File: src/sv/lttl_pkg.sv
package lttl_pkg;

    localparam int KEY_W = 51;
    localparam int CNT_W = 8;
    localparam int TOT_W = 48;
    localparam int TTL_W = 20;

    localparam logic [TTL_W-1:0] TTL_RESET = 20'd1800;
    localparam logic [CNT_W-1:0] MAX_RESET = 8'd100;

    localparam logic REG_TTL = 1'b0;
    localparam logic REG_MAX = 1'b1;

    typedef enum logic [1:0] {
        CMD_GET   = 2'd0,
        CMD_PUT   = 2'd1,
        CMD_CLEAR = 2'd2,
        CMD_STATS = 2'd3
    } cmd_t;

    typedef struct packed {
        logic load;
        logic trim;
        logic look;
        logic read;
        logic exec;
    } ctl_t;

endpackage

File: src/sv/lttl_ctrl.sv
module lttl_ctrl (
    input  logic           clk,
    input  logic           rst_n,
    input  logic           in_valid,
    output logic           in_ready,
    output logic           out_valid,
    input  logic           out_ready,
    input  logic           trim_req,
    output lttl_pkg::ctl_t ctl
);

    typedef enum logic [2:0] {
        S_IDLE,
        S_TRIM,
        S_LOOK,
        S_READ,
        S_EXEC
    } state_t;

    state_t state_reg;
    logic   out_valid_reg;
    logic   out_busy;

    assign out_busy  = out_valid_reg && !out_ready;
    assign in_ready  = (state_reg == S_IDLE);
    assign out_valid = out_valid_reg;

    always_comb
    begin
        ctl      = '0;
        ctl.load = (state_reg == S_IDLE) && in_valid;
        ctl.trim = (state_reg == S_TRIM) || trim_req;
        ctl.look = (state_reg == S_LOOK);
        ctl.read = (state_reg == S_READ);
        ctl.exec = (state_reg == S_EXEC) && !out_busy;
    end

    always_ff @(posedge clk or negedge rst_n)
    begin
        if (!rst_n)
        begin
            state_reg     <= S_IDLE;
            out_valid_reg <= 1'b0;
        end
        else
        begin
            if ((state_reg == S_EXEC) && !out_busy)
            begin
                out_valid_reg <= 1'b1;
            end
            else if (out_valid_reg && out_ready)
            begin
                out_valid_reg <= 1'b0;
            end
            unique case (state_reg)
                S_IDLE:
                begin
                    if (in_valid)
                    begin
                        state_reg <= S_TRIM;
                    end
                end
                S_TRIM: state_reg <= S_LOOK;
                S_LOOK: state_reg <= S_READ;
                S_READ: state_reg <= S_EXEC;
                S_EXEC:
                begin
                    if (!out_busy)
                    begin
                        state_reg <= S_IDLE;
                    end
                end
                default: state_reg <= S_IDLE;
            endcase
        end
    end

`ifndef SYNTHESIS
    a_accept_to_trim: assert property (@(posedge clk) disable iff (!rst_n)
        (in_valid && in_ready) |=> (state_reg == S_TRIM))
        else $error("accepted transfer did not start trim");
    a_no_exec_on_stall: assert property (@(posedge clk) disable iff (!rst_n)
        ctl.exec |-> !(out_valid_reg && !out_ready))
        else $error("update while result stalled");
`endif

endmodule

File: config.mk
export PLATFORM = sky130hd
export DESIGN_NAME = lttl_ctrl
export DESIGN_NICKNAME = d
export VERILOG_FILES = /design/src/sv/lttl_pkg.sv /design/src/sv/lttl_ctrl.sv
export SDC_FILE = /design/constraint.sdc
export NUM_CORES = 1
export LEC_CHECK = 0
export ABC_AREA = 1
export BUFFER_PORTS_ARGS = -buffer_cell sky130_fd_sc_hd__buf_2
export CORE_AREA = 2 2 39 41
export CTS_BUF_LIST = sky130_fd_sc_hd__clkbuf_2 sky130_fd_sc_hd__clkbuf_4 sky130_fd_sc_hd__clkbuf_8
export CTS_CLUSTER_SIZE = 24
export DETAILED_ROUTE_END_ITERATION = 8
export DIE_AREA = 0 0 41 43
export PLACE_DENSITY = 0.35
export SYNTH_ARGS = -nofsm -noshare
export SYNTH_HDL_FRONTEND = slang
export SYNTH_SLANG_ARGS = --single-unit
File: constraint.sdc
create_clock -name clk -period 1.63 [get_ports clk]
set_input_delay 0.163 -clock clk [delete_from_list [all_inputs] [get_ports clk]]
set_output_delay 0.163 -clock clk [all_outputs]
set_load 0.1 [all_outputs]
==> results.ini, run 1 <==
[outcome]
status=complete, no violations

[setup_path]
critical_path.cell_chain=inv_2 -> nand2_2 -> nor3b_2 -> buf_2
worstPathBufferInverterCount=2
crit_type=flip-flop to primary output
cp.depth=4
reg2reg_depth=3
end_kind=primary output
worst_path_max_delay_cell=buf_2
required_ps=1470
crit_fanout=4
critPathMaxStageDelay_ps=440
worstPathArrival_ps=1370
path_delay_family=buffers and inverters
cp-start-kind=flip-flop

[grt]
gr-total-overflow=0
antenna_found_initial=0
grt_pass1_wl_um=779
grtUsageTotal_pct=6.75
grt_pass1_vias=213
grt_max_degree=6

[placement]
place_congestion=0.643
post-place-cells=53
dpl.hpwl_um=392
io_buffer_count=11

[die]
initial_core_util_pct=15.4
core-area_um2=1380
io_pins=12
rows=14
dieWidth_um=41
fp.dieH_um=43
fp.dieArea_um2=1760

[synthesis]
synth.top_cells.by_area=dfrtp_1 47%, inv_1 8.8%, nor3b_2 5.9%
syn_avg_cell_area_um2=8.18
synth.cell_area_um2=213
yosys.cell_types.count=12
syn_nets=31
syn_inst=26
synth_largest_type_area_fraction_pct=47.1
ys_ff_latch=4
seq_area_frac_synth_pct=47.1
yosys_warnings=0
synth_top_cell_by_area=dfrtp_1

[layout]
largest_register_ffs=3
regArea_um2=100
nets=48
fillers=156
layoutNonFillerInstCount=57
layout_common_cells=10 x buf_2, 5 x inv_1, 4 x clkbuf_4, 4 x dfrtp_1
multiInputGateArea_um2=90.1
drive_gt1_share_pct=53.7
antennaDiodeCount=0
final_common_cell=buf_2
area_delta_synth_final_pct=55.3

[route]
drtIter0Drc=3
vias=215
route.detailed.drc=0
via_per_inst=3.77
routed_wl_um=470
drtPass1Iterations=4
wire_per_inst_um=8.25
ant_nets=0

[sta]
slew_viol_final=0
min_period_ps=1530
hold_viol=0
period_share_pct=93.8
setup_viol=0
skew_ps=2.08
worst_pin_slew_ps=486
relSlewSlack_pct=67.8
max_freq_mhz=654
rsz0062_at_grt=false

[clock_tree]
clkSlewWorstSetupHoldPaths_ps=40
clock_sinks=4
cts_tree=yes
cts_buffers=3
cts_buffer_depth=2
cts_setup_buffers=0
htreeDepth=1
cts-root-buf=clkbuf_4
clkLatencyLatePin_ps=230

[hold_path]
hold_class=input pin to flip-flop
holdPathStages=3

[job]
max_cap_viol_count=0

[layer usage]
| metal | share of wire (%) | GRT usage (%) | up-vias |
|---|---|---|---|
| met1 | 43 | 8.14 | 94 |
| met3 | 12 | 3.14 | 0 |
| met2 | 45 | 9.38 | 11 |
| li1 | - | - | 110 |
| met4 | 0 | 4.00 | 0 |
| met5 | 0 | 0 | - |
[final cells by class]
class	instances	share of cell area [%]
Clock buffer	3	6.82
Inverter	8	9.09
Multi-Input combinational cell	14	27.3
Sequential cell	4	30.3
Tap cell	16	6.06
Timing Repair Buffer	12	20.5
[cells in the mapped netlist]
cell,n
dfrtp_1,4
nand2_2,1
nand3_2,1
inv_2,3
nand2_1,3
o21ai_2,1
o21ai_1,1
o211ai_1,1
nand3_1,2
nor3b_2,1
nor2_1,3
inv_1,5
[what timing repair did]
action                                 CTS  global route
endpoints found under the hold margin    4             0
hold buffers                             1             0
setup endpoints to repair                0             1
gates resized for setup                  0             1
[per-stage QoR]
stage / setup slack [ps] / setup TNS, ps / hold WS, ps / instance area [um^2] / utilization [%]
CTS: 46.7 / 0 / 194 / 328 / 23.7
floorplan: -319 / -1020 / -133 / 220 / -
finish: 101 / 0 / 191 / 330 / 23.9
global placement: 309 / 0 / -24.3 / 295 / 21.3
global route: 4.71 / 0 / 202 / 330 / 23.9
detailed placement: 303 / 0 / -23.8 / 295 / 21.3
[worst min-delay path: stages]
cell and delay [ps]:
buf_2 90, o211ai_1 80, inv_1 50
[kinds of logic after synthesis]
logic type	Yosys count	share of synthesized area, %
AND/OR/NAND/NOR	11	28.8
buffers and inverters	8	14.1
flip-flops	4	47.1
AO/OA/AOI/OAI	3	10.0
[worst paths after layout]
kind / from / end / slack [ps]
worst max-delay path: state_reg[0] / ctl[4] / 100
worst min-delay path: in_valid / state_reg[0] / 190
min in group asynchronous: rst_n / state_reg[2] / 270
max in group asynchronous: rst_n / state_reg[1] / 1240
worst min register to register: out_valid / out_valid / 540
worst max register to register: state_reg[1] / state_reg[2] / 780
Power of run 1 is not shown: default switching activity piles up to over one toggle a cycle in this logic, so the estimate is an artifact.
==> run 2: changes to the inputs <==
Settings changed: ABC_AREA 1 to not set, PLACE_DENSITY 0.35 to 0.34.
==> run 2 against run 1 <==
First-iteration DRC count shrank 33%. Via count shrank 6.5%. Worst setup slack got worse by 53 ps. Routed wire length increased by 1.1%. Clock skew grew 4.2 ps. Global-route usage increased by 0.81 points. Flip-flop and latch count unchanged. Cell count fell by 7.0%. Utilization is 6.5 points higher. Final area increased by 27%. Maximum frequency shrank 3.3%. Die area stayed put. Critical endpoint is now ctl[0].
==> results.ini, run 2 <==
[layout]
finalInstanceArea_um2=420
final_common_cell=buf_2
area_delta_synth_final_pct=109
layout_common_cells=7 x buf_2, 5 x clkbuf_4, 4 x dfrtp_2, 4 x buf_12, 3 x nor2_1
nets=43
fin_util_pct=30.4
antennaDiodeCount=0
largest_register_ffs=3
drive_gt1_share_pct=73.0

[route]
route.detailed.drc=0
drtPass1Iterations=2
vias=201
via_per_inst=3.79
ant_nets=0
wire_per_inst_um=8.96
drtIter0Drc=2
routed_wl_um=475

[sta]
max_freq_mhz=632
slew_viol_final=0
period_share_pct=97.0
fin_setup_tns_ps=0
min_period_ps=1580
relSlewSlack_pct=67.9
setup_viol=0
hold_viol=0
worst_pin_slew_ps=485
skew_ps=6.31
rsz0062_at_grt=false

[setup_path]
cp-start-kind=flip-flop
worstPathArrival_ps=1420
cp.depth=3
critical_path.cell_chain=or3b_4 -> nor2b_4 -> buf_12
end_kind=primary output
crit_type=flip-flop to primary output
reg2reg_depth=3
path_delay_family=simple AND/OR/NAND/NOR gates
crit_fanout=7
required_ps=1470
critPathMaxStageDelay_ps=440
worst_path_max_delay_cell=or3b_4
worstPathBufferInverterCount=1

[die]
core-area_um2=1380
io_pins=12
dieWidth_um=41
fp.dieH_um=43
rows=14
fp.dieArea_um2=1760
initial_core_util_pct=14.6

[clock_tree]
clkLatencyLatePin_ps=240
cts_buffer_depth=2
clkSlewWorstSetupHoldPaths_ps=40
htreeDepth=1
cts_tree=yes
cts_buffers=3
clock_sinks=4
cts-root-buf=clkbuf_4

[synthesis]
syn_inst=19
synth_edf_count=0
yosys_warnings=0
syn_avg_cell_area_um2=10.6
synth_largest_type_area_fraction_pct=49.7
synthArstFlopShare_pct=100
ys_ff_latch=4
synth.most_common_cell=dfrtp_1
synth_common_cells=4 x dfrtp_1, 3 x nor2_1, 2 x nor3_1
yosys.cell_types.count=13
syn_nets=24
seq_area_frac_synth_pct=49.7
synth.cell_area_um2=201
synthFlopType=dfrtp_1
synth_top_cell_by_area=dfrtp_1
synth.top_cells.by_area=dfrtp_1 50%, nor2_1 5.6%, o21bai_2 5.6%

[hold_path]
holdPathStages=3
hold_class=input pin to flip-flop

[job]
max_cap_viol_count=0

[grt]
grt_pass1_vias=196
gr-total-overflow=0
grtUsageTotal_pct=7.57
grt_max_degree=8
grt_pass1_wl_um=821
antenna_found_initial=0

[placement]
dpl_cell_area_um2=347
io_buffer_count=11
place_congestion=0.686

[outcome]
status=complete, no violations

==> run 2: changes by cell type after synthesis, moves of 2 or more <==
cell     delta
inv_1       -5
inv_2       -3
nand2_1     -2
nand3_1     -2
nor3_1      +2
==> run 2: cell families (layout without fill, tap and decap cells) <==
group / Yosys count / count (layout) / share of synthesized area (%)
simple gates: 12 / 12 / 36.7
flops: 4 / 4 / 49.7
compound gates: 2 / 2 / 9.32
xor+xnor: 1 / 1 / 4.35
buf+inv: 0 / 18 / 0
==> run 2: what timing repair did <==
action | 4_1_cts | 5_1_grt
setup endpoints to repair | 1 | 2
gates resized for setup | 3 | 1
pin swaps | 0 | 0
hold buffers | 1 | 0
setup buffers | 1 | 1
hold endpoints to repair | 4 | 0
==> run 2: path summary, 6_finish.rpt <==
path                         startpoint            to  slack (ps)
min in group asynchronous         rst_n     out_valid         260
min reg2reg                state_reg[2]  state_reg[1]         530
max reg2reg                state_reg[1]  state_reg[2]         550
max                        state_reg[2]        ctl[0]          50
max in group asynchronous         rst_n  state_reg[2]        1240
min                            in_valid  state_reg[0]         210
==> run 2: through the flow <==
step / hold WS [ps] / worst slack (ps) / cells
after floorplan: -133 / -290 / 19
after global placement: -27.8 / 239 / 46
after detailed placement: -28.2 / 216 / 46
after CTS: 210 / 21.3 / 52
after global routing: 245 / 0.548 / 53
final: 210 / 48.2 / 53
==> run 2: area by class of cell <==
| class | count | area [um^2] |
|---|---|---|
| fill | 152 | 963 |
| timing repair buffer | 14 | 140 |
| multi-input combinational | 15 | 125 |
| sequential | 4 | 105 |
| clock buffer | 4 | 30.0 |
| tap | 16 | 20.0 |
==> run 2: per-layer routing <==
| layer | up-vias | GRT usage [%] | share of wire (%) |
|---|---|---|---|
| met5 | - | 0 | 0 |
| met4 | 0 | 6.00 | 0 |
| met3 | 0 | 4.71 | 9.3 |
| met2 | 8 | 10.3 | 56 |
| met1 | 94 | 7.84 | 35 |
| li1 | 99 | - | - |
==> run 2: worst min-delay path, cell delays in order <==
cell    delay, ps
buf_2         110
nor2_1         90
nor3_1         50
Power of run 2 is left out for the same reason.
